==> config.mk <==
export PLATFORM = sky130hd
export DESIGN_NAME = operator_lexer_stream_top
export DESIGN_NICKNAME = d
export VERILOG_FILES = /design/src/hw/rtl/olx_pkg.sv /design/src/hw/rtl/olx_lexer.sv /design/src/hw/rtl/olx_evbuf.sv /design/src/hw/rtl/operator_lexer_stream_top.sv
export VERILOG_INCLUDE_DIRS = /design/src /design/src/hw/rtl
export SDC_FILE = /design/constraint.sdc
export NUM_CORES = 1
export LEC_CHECK = 0
export ABC_AREA = 1
export BUFFER_PORTS_ARGS = -buffer_cell sky130_fd_sc_hd__buf_2
export CAP_MARGIN = 15
export CORE_MARGIN = 4
export CORE_UTILIZATION = 40
export DETAILED_ROUTE_END_ITERATION = 8
export MAX_ROUTING_LAYER = met4
export PLACE_DENSITY = 0.65
export RECOVER_POWER = 25
export SLEW_MARGIN = 5
export SYNTH_ARGS = -nofsm -noshare
export SYNTH_HDL_FRONTEND = slang
export SYNTH_SLANG_ARGS = --single-unit
==> constraint.sdc <==
create_clock -name clk -period 17.2 [get_ports clk]
set_input_delay 3.44 -clock clk [delete_from_list [all_inputs] [get_ports clk]]
set_output_delay 3.44 -clock clk [all_outputs]
set_load 0.01 [all_outputs]
==> src/hw/rtl/operator_lexer_stream_top_macros.svh <==
// Assertion macros shared by the RTL files.
// Each check is sampled on clk and is off while rst_n is low.
`ifndef OPERATOR_LEXER_STREAM_TOP_MACROS_SVH
`define OPERATOR_LEXER_STREAM_TOP_MACROS_SVH
`ifndef NO_ASSERTIONS
`define OLX_CHECK(lbl, expr) \
  lbl: assert property (@(posedge clk) disable iff (!rst_n) (expr)) \
    else $error("check failed");
`define OLX_IMPLY(lbl, ante, cons) \
  lbl: assert property (@(posedge clk) disable iff (!rst_n) (ante) |-> (cons)) \
    else $error("implication failed");
`else
`define OLX_CHECK(lbl, expr)
`define OLX_IMPLY(lbl, ante, cons)
`endif
`endif

==> src/hw/rtl/olx_pkg.sv <==
package olx_pkg;

  localparam int NEST_BITS_DEF     = 8;
  localparam int POSITION_BITS_DEF = 16;
  localparam int MAX_EVENTS        = 4;

  typedef logic [5:0] tok_t;

  typedef enum logic [3:0] {
    MD_IDLE, MD_OP, MD_DOT2, MD_LINE, MD_QUOTE, MD_BLOCK, MD_STR, MD_NUM, MD_IDENT,
    MD_CHRSEQ
  } mode_t;

  localparam logic [1:0] EV_BEGIN = 2'd0;
  localparam logic [1:0] EV_TEXT  = 2'd1;
  localparam logic [1:0] EV_END   = 2'd2;

  localparam logic [7:0] CH_LF    = 8'd10;
  localparam logic [7:0] CH_CR    = 8'd13;
  localparam logic [7:0] CH_TAB   = 8'd9;
  localparam logic [7:0] CH_VT    = 8'd11;
  localparam logic [7:0] CH_FF    = 8'd12;
  localparam logic [7:0] CH_SP    = 8'h20;
  localparam logic [7:0] CH_SLASH = 8'h2F;
  localparam logic [7:0] CH_STAR  = 8'h2A;
  localparam logic [7:0] CH_TICK  = 8'h60;
  localparam logic [7:0] CH_DQ    = 8'h22;
  localparam logic [7:0] CH_SQ    = 8'h27;
  localparam logic [7:0] CH_MINUS = 8'h2D;
  localparam logic [7:0] CH_DOT   = 8'h2E;
  localparam logic [7:0] CH_EQ    = 8'h3D;
  localparam logic [7:0] CH_GT    = 8'h3E;
  localparam logic [7:0] CH_AT    = 8'h40;
  localparam logic [7:0] CH_USCORE = 8'h5F;

  localparam tok_t TK_EOF      = 6'd0;
  localparam tok_t TK_LINE_END = 6'd1;
  localparam tok_t TK_SEMI     = 6'd2;
  localparam tok_t TK_COMMA    = 6'd3;
  localparam tok_t TK_DOLLAR   = 6'd4;
  localparam tok_t TK_LBRACK   = 6'd5;
  localparam tok_t TK_RBRACK   = 6'd6;
  localparam tok_t TK_LBRACE   = 6'd7;
  localparam tok_t TK_RBRACE   = 6'd8;
  localparam tok_t TK_LPAREN   = 6'd9;
  localparam tok_t TK_RPAREN   = 6'd10;
  localparam tok_t TK_EQ       = 6'd11;
  localparam tok_t TK_QUEST    = 6'd13;
  localparam tok_t TK_BANG     = 6'd15;
  localparam tok_t TK_TILDE    = 6'd17;
  localparam tok_t TK_STAR     = 6'd19;
  localparam tok_t TK_AT       = 6'd21;
  localparam tok_t TK_LT       = 6'd23;
  localparam tok_t TK_GT       = 6'd26;
  localparam tok_t TK_PIPE     = 6'd29;
  localparam tok_t TK_AMP      = 6'd32;
  localparam tok_t TK_PLUS     = 6'd35;
  localparam tok_t TK_PCT      = 6'd38;
  localparam tok_t TK_CARET    = 6'd41;
  localparam tok_t TK_COLON    = 6'd44;
  localparam tok_t TK_DEC      = 6'd47;
  localparam tok_t TK_SUB_EQ   = 6'd48;
  localparam tok_t TK_ARROW    = 6'd49;
  localparam tok_t TK_MINUS    = 6'd50;
  localparam tok_t TK_DIV_EQ   = 6'd51;
  localparam tok_t TK_LINE_CMT = 6'd52;
  localparam tok_t TK_BLK_CMT  = 6'd53;
  localparam tok_t TK_SLASH    = 6'd54;
  localparam tok_t TK_DOT2     = 6'd55;
  localparam tok_t TK_DOT3     = 6'd56;
  localparam tok_t TK_DOT      = 6'd57;
  localparam tok_t TK_QUOTE    = 6'd58;
  localparam tok_t TK_CHAR     = 6'd59;
  localparam tok_t TK_STRING   = 6'd60;
  localparam tok_t TK_NUMBER   = 6'd61;
  localparam tok_t TK_IDENT    = 6'd62;
  localparam tok_t TK_CHRSEQ   = 6'd63;

  typedef struct packed {
    logic [1:0]  ek;
    tok_t        tk;
    logic [7:0]  tb;
    logic [15:0] ln;
    logic [15:0] cl;
    logic        last;
  } ev_t;

  typedef struct packed {
    ev_t [MAX_EVENTS-1:0] evs;
    logic [2:0]           cnt;
  } res_t;

  typedef struct packed {
    logic found;
    logic three;
    tok_t kind;
  } opb_t;

  function automatic opb_t op_base(input logic [7:0] c);
    opb_t r;
    r = '{found: 1'b1, three: 1'b0, kind: TK_EOF};
    case (c)
      8'h3D: r.kind = TK_EQ;
      8'h3F: r.kind = TK_QUEST;
      8'h21: r.kind = TK_BANG;
      8'h7E: r.kind = TK_TILDE;
      8'h2A: r.kind = TK_STAR;
      8'h40: r.kind = TK_AT;
      8'h3C: begin r.kind = TK_LT;    r.three = 1'b1; end
      8'h3E: begin r.kind = TK_GT;    r.three = 1'b1; end
      8'h7C: begin r.kind = TK_PIPE;  r.three = 1'b1; end
      8'h26: begin r.kind = TK_AMP;   r.three = 1'b1; end
      8'h2B: begin r.kind = TK_PLUS;  r.three = 1'b1; end
      8'h25: begin r.kind = TK_PCT;   r.three = 1'b1; end
      8'h5E: begin r.kind = TK_CARET; r.three = 1'b1; end
      8'h3A: begin r.kind = TK_COLON; r.three = 1'b1; end
      default: r.found = 1'b0;
    endcase
    return r;
  endfunction

  function automatic opb_t single_kind(input logic [7:0] c);
    opb_t r;
    r = '{found: 1'b1, three: 1'b0, kind: TK_EOF};
    case (c)
      8'h3B: r.kind = TK_SEMI;
      8'h2C: r.kind = TK_COMMA;
      8'h24: r.kind = TK_DOLLAR;
      8'h5B: r.kind = TK_LBRACK;
      8'h5D: r.kind = TK_RBRACK;
      8'h7B: r.kind = TK_LBRACE;
      8'h7D: r.kind = TK_RBRACE;
      8'h28: r.kind = TK_LPAREN;
      8'h29: r.kind = TK_RPAREN;
      default: r.found = 1'b0;
    endcase
    return r;
  endfunction

  function automatic logic is_digit(input logic [7:0] c);
    return (c >= 8'h30) && (c <= 8'h39);
  endfunction

  function automatic logic is_ident(input logic [7:0] c);
    return is_digit(c) || ((c >= 8'h61) && (c <= 8'h7A)) ||
           ((c >= 8'h41) && (c <= 8'h5A)) || (c == CH_USCORE);
  endfunction

  function automatic logic is_blank(input logic [7:0] c);
    return (c == CH_SP) || (c == CH_TAB) || (c == CH_VT) || (c == CH_FF);
  endfunction

  function automatic tok_t mode_kind(input mode_t md, input logic [7:0] qc);
    tok_t k;
    case (md)
      MD_LINE:   k = TK_LINE_CMT;
      MD_QUOTE:  k = TK_QUOTE;
      MD_BLOCK:  k = TK_BLK_CMT;
      MD_STR:    k = (qc == CH_SQ) ? TK_CHAR : TK_STRING;
      MD_NUM:    k = TK_NUMBER;
      MD_IDENT:  k = TK_IDENT;
      MD_CHRSEQ: k = TK_CHRSEQ;
      default:   k = TK_EOF;
    endcase
    return k;
  endfunction

endpackage

==> src/hw/rtl/olx_lexer.sv <==
`include "operator_lexer_stream_top_macros.svh"

module olx_lexer #(
  parameter int NEST_BITS     = 8,
  parameter int POSITION_BITS = 16
) (
  input  logic          clk,
  input  logic          rst_n,
  input  logic          fire,
  input  logic [7:0]    char_code,
  input  logic          end_of_input,
  output olx_pkg::res_t res
);
  import olx_pkg::*;

  localparam logic [POSITION_BITS-1:0] PMAX = '1;
  localparam logic [NEST_BITS-1:0]     NMAX = '1;

  mode_t                    md_r, md;
  logic [7:0]               hc_r, hc, qc_r, qc, ch, h;
  logic [NEST_BITS-1:0]     dp_r, dp;
  logic [POSITION_BITS-1:0] lc_r, lc, cc_r, cc;
  logic                     cp_r, cp;
  ev_t                      evs [8];
  logic [2:0]               n;
  logic                     gi, done, matched, stop, skip;
  tok_t                     k;
  opb_t                     ob, sk;

  function automatic logic [15:0] pos16(input logic [POSITION_BITS-1:0] v);
    logic [47:0] w;
    w = 48'(v);
    return (w > 48'd65535) ? 16'hFFFF : w[15:0];
  endfunction

  function automatic ev_t mk(input logic [1:0] e, input tok_t t, input logic [7:0] b,
                             input logic bg, input logic [POSITION_BITS-1:0] l,
                             input logic [POSITION_BITS-1:0] c);
    ev_t r;
    r.ek   = e;
    r.tk   = t;
    r.tb   = b;
    r.ln   = bg ? pos16(l) : 16'd0;
    r.cl   = bg ? pos16(c) : 16'd0;
    r.last = 1'b0;
    return r;
  endfunction

  always_comb begin
    md = md_r; hc = hc_r; dp = dp_r; qc = qc_r; lc = lc_r; cc = cc_r; cp = cp_r;
    n = 3'd0; gi = 1'b0; done = 1'b0; matched = 1'b0; stop = 1'b0; skip = 1'b0;
    k = TK_EOF; h = 8'd0; ch = char_code;
    ob = op_base(8'd0); sk = single_kind(ch);
    for (int i = 0; i < 8; i++) evs[i] = '0;
    if (end_of_input) begin
      case (md)
        MD_OP: begin
          ob = op_base(hc);
          if (hc == CH_MINUS) begin ob.found = 1'b1; ob.kind = TK_MINUS; end
          if (hc == CH_SLASH) begin ob.found = 1'b1; ob.kind = TK_SLASH; end
          if (hc == CH_DOT)   begin ob.found = 1'b1; ob.kind = TK_DOT;   end
          if (ob.found) begin
            evs[n] = mk(EV_BEGIN, ob.kind, 8'd0, 1'b1, lc, cc); n = n + 3'd1;
            evs[n] = mk(EV_END, ob.kind, 8'd0, 1'b0, lc, cc);   n = n + 3'd1;
          end
        end
        MD_DOT2: begin
          evs[n] = mk(EV_BEGIN, TK_DOT2, 8'd0, 1'b1, lc, cc); n = n + 3'd1;
          evs[n] = mk(EV_END, TK_DOT2, 8'd0, 1'b0, lc, cc);   n = n + 3'd1;
        end
        MD_LINE, MD_QUOTE, MD_BLOCK: begin
          if (cp) begin
            evs[n] = mk(EV_TEXT, mode_kind(md, qc), CH_CR, 1'b0, lc, cc); n = n + 3'd1;
          end
          if (md == MD_BLOCK && hc != 8'd0) begin
            evs[n] = mk(EV_TEXT, mode_kind(md, qc), hc, 1'b0, lc, cc); n = n + 3'd1;
          end
          evs[n] = mk(EV_END, mode_kind(md, qc), 8'd0, 1'b0, lc, cc); n = n + 3'd1;
        end
        MD_STR, MD_NUM, MD_IDENT, MD_CHRSEQ: begin
          evs[n] = mk(EV_END, mode_kind(md, qc), 8'd0, 1'b0, lc, cc); n = n + 3'd1;
        end
        default: ;
      endcase
      md = MD_IDLE; hc = 8'd0; dp = '0; qc = 8'd0; cp = 1'b0;
      evs[n] = mk(EV_BEGIN, TK_EOF, 8'd0, 1'b1, lc, cc); n = n + 3'd1;
      evs[n] = mk(EV_END, TK_EOF, 8'd0, 1'b0, lc, cc);   n = n + 3'd1;
    end else begin
      case (md)
        MD_IDLE: begin
          if (cp) begin
            cp = 1'b0;
            if (ch == CH_LF) skip = 1'b1;
          end
          if (!skip) begin
            if (cc != PMAX) cc = cc + 1'b1;
            gi = 1'b1;
          end
        end
        MD_OP: begin
          h = hc; md = MD_IDLE; hc = 8'd0;
          if ((h == CH_MINUS || h == CH_DOT) && is_digit(ch)) begin
            evs[n] = mk(EV_BEGIN, TK_NUMBER, 8'd0, 1'b1, lc, cc); n = n + 3'd1;
            evs[n] = mk(EV_TEXT, TK_NUMBER, h, 1'b0, lc, cc);     n = n + 3'd1;
            if (cc != PMAX) cc = cc + 1'b1;
            evs[n] = mk(EV_TEXT, TK_NUMBER, ch, 1'b0, lc, cc);    n = n + 3'd1;
            md = MD_NUM;
            done = 1'b1;
          end else if (h == CH_MINUS) begin
            if (ch == CH_MINUS)   begin k = TK_DEC;    matched = 1'b1; end
            else if (ch == CH_EQ) begin k = TK_SUB_EQ; matched = 1'b1; end
            else if (ch == CH_GT) begin k = TK_ARROW;  matched = 1'b1; end
            else k = TK_MINUS;
          end else if (h == CH_SLASH) begin
            if (ch == CH_EQ) begin k = TK_DIV_EQ; matched = 1'b1; end
            else if (ch == CH_SLASH || ch == CH_STAR) begin
              if (cc != PMAX) cc = cc + 1'b1;
              md = (ch == CH_SLASH) ? MD_LINE : MD_BLOCK;
              dp = NEST_BITS'(1);
              evs[n] = mk(EV_BEGIN, mode_kind(md, qc), 8'd0, 1'b1, lc, cc); n = n + 3'd1;
              done = 1'b1;
            end else k = TK_SLASH;
          end else if (h == CH_DOT) begin
            if (ch == CH_DOT) begin
              if (cc != PMAX) cc = cc + 1'b1;
              md = MD_DOT2;
              done = 1'b1;
            end else k = TK_DOT;
          end else begin
            ob = op_base(h);
            k = ob.kind;
            if (!ob.found) begin
              if (cc != PMAX) cc = cc + 1'b1;
              gi = 1'b1;
              done = 1'b1;
            end else if (ob.three) begin
              if (ch == CH_EQ)  begin k = ob.kind + 6'd2; matched = 1'b1; end
              else if (ch == h) begin k = ob.kind + 6'd1; matched = 1'b1; end
            end else if (ch == ((h == CH_AT) ? CH_AT : CH_EQ)) begin
              k = ob.kind + 6'd1; matched = 1'b1;
            end
          end
          if (!done) begin
            if (matched && cc != PMAX) cc = cc + 1'b1;
            evs[n] = mk(EV_BEGIN, k, 8'd0, 1'b1, lc, cc); n = n + 3'd1;
            evs[n] = mk(EV_END, k, 8'd0, 1'b0, lc, cc);   n = n + 3'd1;
            if (!matched) begin
              if (cc != PMAX) cc = cc + 1'b1;
              gi = 1'b1;
            end
          end
        end
        MD_DOT2: begin
          if (ch == CH_DOT) begin
            if (cc != PMAX) cc = cc + 1'b1;
            evs[n] = mk(EV_BEGIN, TK_DOT3, 8'd0, 1'b1, lc, cc); n = n + 3'd1;
            evs[n] = mk(EV_END, TK_DOT3, 8'd0, 1'b0, lc, cc);   n = n + 3'd1;
            md = MD_IDLE;
          end else begin
            evs[n] = mk(EV_BEGIN, TK_DOT2, 8'd0, 1'b1, lc, cc); n = n + 3'd1;
            evs[n] = mk(EV_END, TK_DOT2, 8'd0, 1'b0, lc, cc);   n = n + 3'd1;
            if (cc != PMAX) cc = cc + 1'b1;
            gi = 1'b1;
          end
        end
        MD_LINE, MD_QUOTE, MD_BLOCK: begin
          if (cp) begin
            cp = 1'b0;
            if (ch == CH_LF) begin
              evs[n] = mk(EV_TEXT, mode_kind(md, qc), CH_LF, 1'b0, lc, cc); n = n + 3'd1;
              stop = 1'b1;
            end else begin
              evs[n] = mk(EV_TEXT, mode_kind(md, qc), CH_CR, 1'b0, lc, cc); n = n + 3'd1;
            end
          end
          if (!stop) begin
            if (cc != PMAX) cc = cc + 1'b1;
            if (md != MD_BLOCK) begin
              if (ch == CH_LF) begin
                evs[n] = mk(EV_END, mode_kind(md, qc), 8'd0, 1'b0, lc, cc); n = n + 3'd1;
                gi = 1'b1;
              end else skip = 1'b1;
            end else begin
              if (hc == CH_SLASH) begin
                hc = 8'd0;
                if (ch == CH_STAR) begin
                  if (dp != NMAX) dp = dp + 1'b1;
                  done = 1'b1;
                end else begin
                  evs[n] = mk(EV_TEXT, mode_kind(md, qc), CH_SLASH, 1'b0, lc, cc);
                  n = n + 3'd1;
                end
              end else if (hc == CH_STAR) begin
                hc = 8'd0;
                if (ch == CH_SLASH) begin
                  if (dp != '0) dp = dp - 1'b1;
                  if (dp == '0) begin
                    evs[n] = mk(EV_END, mode_kind(md, qc), 8'd0, 1'b0, lc, cc);
                    n = n + 3'd1;
                    md = MD_IDLE;
                  end
                  done = 1'b1;
                end else begin
                  evs[n] = mk(EV_TEXT, mode_kind(md, qc), CH_STAR, 1'b0, lc, cc);
                  n = n + 3'd1;
                end
              end else hc = 8'd0;
              if (!done) begin
                if (ch == CH_SLASH || ch == CH_STAR) hc = ch;
                else skip = 1'b1;
              end
            end
            // Body character of a comment or backtick quote.
            if (skip) begin
              if (ch == CH_CR) begin
                if (lc != PMAX) lc = lc + 1'b1;
                cc = '0;
                cp = 1'b1;
              end else begin
                if (ch == CH_LF) begin
                  if (lc != PMAX) lc = lc + 1'b1;
                  cc = '0;
                end
                evs[n] = mk(EV_TEXT, mode_kind(md, qc), ch, 1'b0, lc, cc); n = n + 3'd1;
              end
            end
          end
        end
        MD_STR: begin
          if (cc != PMAX) cc = cc + 1'b1;
          if (ch == qc) begin
            evs[n] = mk(EV_END, mode_kind(md, qc), 8'd0, 1'b0, lc, cc); n = n + 3'd1;
            md = MD_IDLE;
          end else begin
            evs[n] = mk(EV_TEXT, mode_kind(md, qc), ch, 1'b0, lc, cc); n = n + 3'd1;
          end
        end
        MD_NUM, MD_IDENT: begin
          if ((md == MD_NUM) ? (is_ident(ch) || ch == CH_DOT) : is_ident(ch)) begin
            if (cc != PMAX) cc = cc + 1'b1;
            evs[n] = mk(EV_TEXT, mode_kind(md, qc), ch, 1'b0, lc, cc); n = n + 3'd1;
          end else begin
            evs[n] = mk(EV_END, mode_kind(md, qc), 8'd0, 1'b0, lc, cc); n = n + 3'd1;
            if (cc != PMAX) cc = cc + 1'b1;
            gi = 1'b1;
          end
        end
        MD_CHRSEQ: begin
          evs[n] = mk(EV_END, mode_kind(md, qc), 8'd0, 1'b0, lc, cc); n = n + 3'd1;
          if (cc != PMAX) cc = cc + 1'b1;
          gi = 1'b1;
        end
        default: begin
          if (cc != PMAX) cc = cc + 1'b1;
          gi = 1'b1;
        end
      endcase
      // A character seen between tokens; its column is already counted.
      if (gi) begin
        md = MD_IDLE;
        hc = 8'd0;
        ob = op_base(ch);
        if (ch == CH_CR || ch == CH_LF) begin
          evs[n] = mk(EV_BEGIN, TK_LINE_END, 8'd0, 1'b1, lc, cc); n = n + 3'd1;
          evs[n] = mk(EV_END, TK_LINE_END, 8'd0, 1'b0, lc, cc);   n = n + 3'd1;
          if (lc != PMAX) lc = lc + 1'b1;
          cc = '0;
          if (ch == CH_CR) cp = 1'b1;
        end else if (sk.found) begin
          evs[n] = mk(EV_BEGIN, sk.kind, 8'd0, 1'b1, lc, cc); n = n + 3'd1;
          evs[n] = mk(EV_END, sk.kind, 8'd0, 1'b0, lc, cc);   n = n + 3'd1;
        end else if (ob.found || ch == CH_MINUS || ch == CH_SLASH || ch == CH_DOT) begin
          md = MD_OP;
          hc = ch;
        end else if (ch == CH_TICK) begin
          md = MD_QUOTE;
          evs[n] = mk(EV_BEGIN, mode_kind(md, qc), 8'd0, 1'b1, lc, cc); n = n + 3'd1;
        end else if (ch == CH_SQ || ch == CH_DQ) begin
          qc = ch;
          md = MD_STR;
          evs[n] = mk(EV_BEGIN, mode_kind(md, qc), 8'd0, 1'b1, lc, cc); n = n + 3'd1;
        end else if (!is_blank(ch)) begin
          md = is_digit(ch) ? MD_NUM : (is_ident(ch) ? MD_IDENT : MD_CHRSEQ);
          evs[n] = mk(EV_BEGIN, mode_kind(md, qc), 8'd0, 1'b1, lc, cc); n = n + 3'd1;
          evs[n] = mk(EV_TEXT, mode_kind(md, qc), ch, 1'b0, lc, cc);    n = n + 3'd1;
        end
      end
    end
    // At most four results are kept; the last kept one carries the flag.
    res.cnt = (n > 3'd4) ? 3'd4 : n;
    for (int i = 0; i < MAX_EVENTS; i++) begin
      res.evs[i]      = evs[i];
      res.evs[i].last = (3'(i + 1) == res.cnt);
    end
  end

  always_ff @(posedge clk) begin
    if (!rst_n) begin
      md_r <= MD_IDLE;
      hc_r <= 8'd0;
      dp_r <= '0;
      qc_r <= 8'd0;
      lc_r <= '0;
      cc_r <= '0;
      cp_r <= 1'b0;
    end else if (fire) begin
      md_r <= md;
      hc_r <= hc;
      dp_r <= dp;
      qc_r <= qc;
      lc_r <= lc;
      cc_r <= cc;
      cp_r <= cp;
    end
  end

  `OLX_IMPLY(a_held_only_op_or_block, (md_r != MD_OP && md_r != MD_BLOCK), (hc_r == 8'd0))
  `OLX_IMPLY(a_op_has_held, (md_r == MD_OP), (hc_r != 8'd0))
  `OLX_IMPLY(a_str_has_quote, (md_r == MD_STR), (qc_r == CH_SQ || qc_r == CH_DQ))

endmodule

==> src/hw/rtl/olx_evbuf.sv <==
`include "operator_lexer_stream_top_macros.svh"

module olx_evbuf (
  input  logic          clk,
  input  logic          rst_n,
  input  logic          load,
  input  olx_pkg::res_t res,
  output logic          load_ok,
  output logic          out_valid,
  input  logic          out_ready,
  output olx_pkg::ev_t  out_ev
);
  import olx_pkg::*;

  ev_t        ev_r [MAX_EVENTS];
  logic [2:0] cnt_r, rd_r;
  logic       pop;

  assign out_valid = (rd_r != cnt_r);
  assign pop       = out_valid && out_ready;
  // A new word may enter while the final result of the previous one leaves.
  assign load_ok   = !out_valid || (pop && (rd_r + 3'd1 == cnt_r));
  assign out_ev    = ev_r[rd_r[1:0]];

  always_ff @(posedge clk) begin
    if (!rst_n) begin
      cnt_r <= 3'd0;
      rd_r  <= 3'd0;
    end else if (load) begin
      cnt_r <= res.cnt;
      rd_r  <= 3'd0;
    end else if (pop) begin
      rd_r <= rd_r + 3'd1;
    end
  end

  always_ff @(posedge clk) begin
    if (load) begin
      for (int i = 0; i < MAX_EVENTS; i++) ev_r[i] <= res.evs[i];
    end
  end

  `OLX_CHECK(a_cnt_bound, (cnt_r <= 3'd4))
  `OLX_CHECK(a_rd_bound, (rd_r <= cnt_r))
  `OLX_IMPLY(a_last_on_final, out_valid, (out_ev.last == (rd_r + 3'd1 == cnt_r)))

endmodule

==> src/hw/rtl/operator_lexer_stream_top.sv <==
// Channel  Dir  tdata                          tlast
// in_      in   [7:0] char_code                end_of_input
// out_     out  [47:0] event fields (see port) last
//
// One input word is accepted per cycle, unless the output stalls, when it
// causes at most one result; a word with N results sends them in turn.
// The per-character decision is a single combinational pass from the lexer
// state registers into a four-entry result buffer, which drains one word
// per cycle unless stalled. A new input is taken while the final result
// of the previous word is leaving. Reset (rst_n low, synchronous) returns
// the lexer to idle with zero counters and empties the buffer. Output
// stalls hold the buffer and back-pressure the input.
module operator_lexer_stream_top #(
  parameter int NEST_BITS     = olx_pkg::NEST_BITS_DEF,
  parameter int POSITION_BITS = olx_pkg::POSITION_BITS_DEF
) (
  input  logic        clk,
  input  logic        rst_n,
  input  logic        in_tvalid,
  output logic        in_tready,
  input  logic [7:0]  in_tdata,   // [7:0] char_code
  input  logic        in_tlast,   // end_of_input
  output logic        out_tvalid,
  input  logic        out_tready,
  // [1:0] event_kind, [7:2] token_kind, [15:8] text_byte,
  // [31:16] line_number, [47:32] column_number
  output logic [47:0] out_tdata,
  output logic        out_tlast   // last
);
  import olx_pkg::*;

  logic fire;
  res_t res;
  ev_t  ev;

  assign fire = in_tvalid && in_tready;

  // The lexer state advances only when a word is accepted.
  olx_lexer #(
    .NEST_BITS    (NEST_BITS),
    .POSITION_BITS(POSITION_BITS)
  ) u_lexer (
    .clk         (clk),
    .rst_n       (rst_n),
    .fire        (fire),
    .char_code   (in_tdata),
    .end_of_input(in_tlast),
    .res         (res)
  );

  // Result buffer: holds up to four result words of one input until taken.
  olx_evbuf u_evbuf (
    .clk      (clk),
    .rst_n    (rst_n),
    .load     (fire),
    .res      (res),
    .load_ok  (in_tready),
    .out_valid(out_tvalid),
    .out_ready(out_tready),
    .out_ev   (ev)
  );

  assign out_tdata = {ev.cl, ev.ln, ev.tb, ev.tk, ev.ek};
  assign out_tlast = ev.last;

endmodule
**Yosys cells after proc, flatten, opt, wreduce, memory -nomap -nowiden**

Memories as Yosys holds them, arrays and structs flattened. A register that Yosys moved wholly into a read port is not among the register bits.
Cells that the tools add are included.

- Flip-flop bits (word level): 67
- Memory bits (writable): 196
- Input port bits: 13
- Output and inout bits: 51
- Memories: 1

Memory list:

| name | words | width | rd ports | clocked after Yosys merged registers in | write ports | line | text |
|---|---|---|---|---|---|---|---|
| u_evbuf.ev_r | 4 | 49 | 1 | 1 | 4 | olx_evbuf.sv:15 | `ev_t ev_r [MAX_EVENTS];` |

- Add/sub/neg operators: 20
- $lt $le $gt $ge: 27
- Eq/ne operators: 119
- Multiplexer cells: 431
- Bitwise logic cells: 18
- Reduce and logical (&&, ||, !) cells: 57

Operator list:

| cell | count |
|---|---|
| two-way mux 392 bit | 25 |
| bitwise mux 392 bit | 17 |
| demux 49 bit (select 3 bit) | 10 |
| two-way mux 49 bit | 26 |
| two-way mux 294 bit | 3 |
| one-hot mux 294 bit (2 select lines) | 1 |
| two-way mux 16 bit | 36 |
| two-way mux 6 bit | 82 |
| AND 384 bit | 1 |
| inverter 384 bit | 1 |
| AND 376 bit | 1 |
| inverter 376 bit | 1 |
| two-way mux 8 bit | 37 |
| one-hot mux 49 bit (3 select lines) | 2 |
| one-hot mux 49 bit (6 select lines) | 1 |
| equality test 8 x 6 -> 1 bit, second input constant | 35 |
| two-way mux 98 bit | 2 |
| one-hot mux 49 bit (4 select lines) | 1 |
| one-hot mux 6 bit (7 select lines) | 4 |
| two-way mux 3 bit | 40 |
| equality test 8 x 7 -> 1 bit, second input constant | 14 |
| two-way mux 4 bit | 26 |
| two-way mux 97 bit | 1 |
| two-way mux 48 bit | 2 |
| 73 further kinds | 303 |

**Logic depth before layout (Yosys ltp)**

- Depth in word-level cells: 43
- Depth in mapped cells: 46

**By module**

From an unflattened synthesis, not the netlist that was laid out.

- Cells, all modules: 3704
- Area, all modules: 24089.4 um^2

By module, submodules not included:

| module | instances | cells each | area an instance (um^2) | sequential area each (um^2) |
|---|---|---|---|---|
| olx_lexer | 1 | 3176 | 16452.0 | 1221.2 |
| olx_evbuf | 1 | 526 | 7629.8 | 6045.8 |
| operator_lexer_stream_top | 1 | 2 | 7.5 | 0.0 |

**Worst setup path after synthesis**

OpenSTA, ideal clock, no wires.

- Path type: input-to-reg
- Start: in out_tready
- End: reg u_lexer.qc_r[3]
- Arrival: 9.782 ns
- Required time: 17.070 ns
- Setup slack: 7.288 ns
- Stages on the path: 7
- Path buffers: 0
- Cell sequence: nand2_1 o41ai_1 nand2_1 inv_1 o21ai_0 inv_1 nor3_1

- Word-level cells in the longest chain between the ends: 5

Ends and longest elaborated chain:

| what | line | text |
|---|---|---|
| start, declared | operator_lexer_stream_top.sv:24 | `input logic out_tready,` |
| logical AND 1 bit | olx_evbuf.sv:20 | `assign pop = out_valid && out_ready;` |
| logical AND 1 bit | olx_evbuf.sv:22 | `assign load_ok = !out_valid \|\| (pop && (rd_r + 3'd1 == cnt_r));` |
| logical OR 1 bit | olx_evbuf.sv:22 |  |
| via in_tready | operator_lexer_stream_top.sv:20 | `output logic in_tready,` |
| logical AND 1 bit | operator_lexer_stream_top.sv:36 | `assign fire = in_tvalid && in_tready;` |
| via fire | operator_lexer_stream_top.sv:32 | `logic fire;` |
| AND reduction 7 bit (no source line) | - |  |
| end signal, assigned | olx_lexer.sv:310 | `qc_r <= qc;` |
| end, declared | olx_lexer.sv:20 | `logic [7:0] hc_r, hc, qc_r, qc, ch, h;` |

The timed path passes the listed nets, and every way through them passes these cells.
A chain may end at the register's enable or synchronous reset.

==> results by stage <==
Status:
- The flow ran to the end, but the final reports show violations.
- The checks that failed: capacitance limit, slew limit.

Global route:
- In this run the most used layer during global routing was met2.
- Global routing used 31.6% of the available tracks across all layers.
- The global-route wire length before repair is 153 mm.
- The met3 capacity usage during global routing is 5.16%.
- The total global routing overflow is 0.
- The met2 track utilization from global routing is between 40% and 50%.
- The pin count of the biggest net entering global routing is 83.
- For this run, global-route usage on met1 was measured as a little over two fifths.
- The initial antenna violation count is 2.
- The number of global-route vias before repair is roughly 25000.

Min path:
- The start point of the worst hold path is u_lexer.qc_r[5].
- The tightest min-delay check is of the register to register type.

Synth:
- The xor/xnor share of the synthesized area is between 2 and 2.5%.
- The leading area contributor after synthesis is edfxtp_1.
- The flop and latch count out of synthesis is approximately 270.
- The flip-flop cell with the highest count after synthesis is edfxtp_1.
- When the netlist entered floorplanning its net count stood at about 3800.
- Of the post-synthesis cell area, the dominant cell type holds 24.6%.
- In this run, synthesis inferred 196 flip-flops with an integrated enable.
- nand2_1 is the most common cell in the netlist.
- Summing the areas of all compound-gate instances in the mapped netlist gives between 20% and 30% of the synthesized area.
- After synthesis, flip-flops and latches occupy between 30% and 40% of the total area.
- The commonest cells after synthesis are nand2_1, nor2_1, inv_1, o21ai_0, a21oi_1.
- After Yosys synthesis, and, or, nand and nor cells account for 32.8% of the synthesized area.
- The mean post-synth cell area is between 6 and 7 um^2.
- The total standard cell area after synthesis is 24000 um^2.
- After synthesis, the largest family of logic cells by area is simple AND/OR/NAND/NOR gates.
- For this run, asynchronously set or reset flops after synthesis account for 0%.
- The count of mapped cells out of synthesis is 3742.
- After Yosys synthesis, full adders, half adders and majority gates account for 1.51% of the synthesized area.
- By area the synthesized netlist is led by edfxtp_1, nand2_1, o21ai_0, nor2_1, inv_1.
- The number of different library cells used by synthesis comes to 63.
- The multiplexer fraction of the synthesized cell area is 0%.
- Yosys printed 0 warnings.

Setup path:
- In this design, the stage delay of the slowest critical-path cell is 810 ps.
- The slowest library cell on the worst path is nand2_1.
- The maximum net fanout on the critical path is 35.
- The most common cell type on the critical path is inv_1.
- The category of the most critical setup path is input port to register.
- The worst register-to-register path begins at u_lexer.dp_r[0].
- Walking the worst path, the cells encountered are buf_2 > inv_1 > nand2_1 > nor2_1 > inv_1 > nor2_2 > ha_1 > clkinv_1 > buf_4 > o22ai_1 > ha_1 > nand3_1 > clkinv_1 > nor2_1 > nand2_1 > inv_1 > nor2_1 > inv_1 > a21oi_1 > inv_1 > a21oi_1 > a32o_1.
- The required time of the critical path is roughly 18000 ps.
- For the worst setup path, the data arrival time is approximately 9900 ps.
- The endpoint class of the critical path is a register.
- Counting cells, the worst reg-to-reg path comes to 24.
- The kind of start point of the critical path is an input port.
- Following the worst setup path forward leads to its endpoint at u_evbuf.ev_r[0][33].
- The destination of the worst register-to-register timing path is u_evbuf.ev_r[0][33].
- The launching instance or port of the critical path is in_tdata[4].
- For flop-to-flop paths, the worst setup slack is between 9000 and 10000 ps.

Clocking:
- The buffer count from post-CTS setup fixing is 0.
- TritonCTS built the clock tree.
- The hold buffer count at CTS is 0.
- The post-cts sizing count is 0.
- The clock insertion delay at the later pin of the skew report is 610 ps.
- The depth of the CTS H-tree is 1.
- After clock tree synthesis, the clock-pin slew on the worst setup and hold paths is ~60 ps.
- The clock passes through at most 3 buffers.
- Buffers inserted during clock tree synthesis total 31.
- The root cell of the clock tree is clkbuf_16.
- Counting every sink on the clock net gives 265.

Cells and area:
- At the end of the flow, the number of nets in the layout was 3738.
- The final standard cell area without fillers is ~26000 um^2.
- Cells with a size suffix above 1 make up between 8 and 9% of the layout.
- The area added between synthesis and finish is 7.90%.
- The total of fill cells in the finished design is around 6300.

Floorplanning:
- 64 I/O pins were placed.
- The die outline height is about 250 um.
- The standard cell core area is between 50000 and 60000 um^2.
- The die footprint is approximately 64000 um^2.
- Once the floorplan was initialized, standard cells occupied 40.5% of the core.
- The floorplan step set the die width to around 250 um.
- In this run the core area contains slightly below 90 standard-cell rows.

Place:
- The final RePlAce weighted congestion is approximately 1.0.
- After legalization and detailed placement, the total HPWL measured 73.8 mm.
- The area of placed instances is 24900 um^2.
- During placement, the flow inserted port buffers numbering 63.

Timing:
- The worst setup skew after layout is 24.4 ps.
- Setup repair after global routing left no endpoint under its margin.
- The number of failing hold endpoints at the final stage is 0.
- For the pin with the worst max-slew slack, the measured transition is 3560 ps.
- The final number of max-transition violations is 210.
- The highest clock frequency the design can meet is roughly 110 MHz.
- Setup violations remaining at the end of the flow were counted as 0.
- The final critical delay including setup and external delays is approximately 9400 ps.
- The post-route setup TNS is 0 ps.
- Measured against its own limit, the worst slew margin works out to -137%.
- The share of the cycle needed by the critical path after routing is 54.7%.

Power and ir drop:
- Total power for the finished layout comes to between 4 and 5 mW.
- The highest ir drop seen on vdd is between 0.1 and 0.15 mV.
- The total power density per cell area is 156 nW/um^2.
- The standby leakage power is around 11 nW.

Routing:
- The first routing iteration left 3683 violations.
- The post-route antenna net violation count is 0.
- The number of vias after detailed routing is between 20000 and 30000.
- After detailed routing, the number of remaining DRC violations is 0.
- After detailed routing, the average wire length per cell comes to ~23 um.
- The count of TritonRoute iterations in the first routing pass is 7.
- The via density per instance is 6.03.
- The routed design has 102 mm of wire.

Job:
- The number of maximum-capacitance violations is 4.
-- report_power, final --
group          switching [mW]  total, mW  leakage (nW)  internal, mW
registers               0.111       1.11          2.51         0.996
logic                    1.69       2.28          7.70         0.593
clock network           0.292      0.655         0.488         0.363
total                    2.09       4.04          10.7          1.95
-- cell type report --
class	count	area (um^2)	area share, %
Multi-Input combinational cell	2828	14200	54.9
Clock buffer	38	842	3.26
Inverter	449	1690	6.53
Tap cell	773	967	3.74
Sequential cell	265	7270	28.1
Antenna cell	1	2.50	0.00968
Clock inverter	20	146	0.566
Timing Repair Buffer	121	736	2.84
-- layout by cell type, fill, tap and decap left out, drive strengths merged, types with 25 or more instances in the layout --
cell type and count:
nor2 448, inv 439, o211ai 55, o21ai 356
ha 29, dfxtp 69, o32ai 28, a21oi 210
clkbuf 48, nand3 212, nor3 77, o22ai 117
nand2 978, xor2 49, edfxtp 196, nand4 77
buf 111, o221ai 28, clkinv 25
-- metal layers --
metal / wire length, um / share of wire (%) / vias up
li1: - / - / 12700
met1: 42600 / 42 / 12500
met2: 44300 / 43 / 1622
met3: 10700 / 10 / 243
met4: 4300 / 4.2 / 0
met5: 0 / 0 / -
-- through the flow --
step,util [%],hold WS [ps],setup WS (ps),cells
floorplan,-,451,7290,3742
global placement,42.1,471,7580,4435
detailed placement,42.1,473,7510,4435
CTS,43.8,483,8120,4493
global route,43.7,508,7490,4495
finish,43.7,487,7790,4495
-- logic make-up (layout without fill, tap and decap cells) --
logic type,after synthesis,count (layout)
compound gates,918,918
xor+xnor,57,57
fa+ha+maj,29,29
buf+inv,649,628
flops,265,265
other cells,0,1
simple gates,1824,1824
-- registers in the layout, indices dropped and copies added (netlist names), named ones only --
signal         cells
u_lexer.cc_r      16
u_lexer.cp_r       1
u_lexer.md_r       4
u_lexer.qc_r       8
u_lexer.dp_r       8
u_evbuf.ev_r     196
u_evbuf.rd_r       3
u_lexer.hc_r       8
u_lexer.lc_r      16
u_evbuf.cnt_r      3
-- worst min-delay path by stage --
stage / depth (start not counted) / end / slack, ps
after CTS: 2 / u_lexer.qc_r[4] / 480
after global placement: 2 / u_lexer.qc_r[4] / 470
after floorplan: 2 / u_lexer.qc_r[7] / 450
final: 2 / u_lexer.qc_r[5] / 490
after detailed placement: 2 / u_lexer.qc_r[4] / 470
after global routing: 2 / u_lexer.qc_r[2] / 510
-- worst max-delay path: cells and delay by family --
| kind | cells | cell delay (ps) |
|---|---|---|
| compound gates | 4 | 1260 |
| fa+ha+maj | 2 | 440 |
| buf+inv | 9 | 2080 |
| simple gates | 7 | 2630 |
Note: power is estimated with default switching activity, not from simulation.
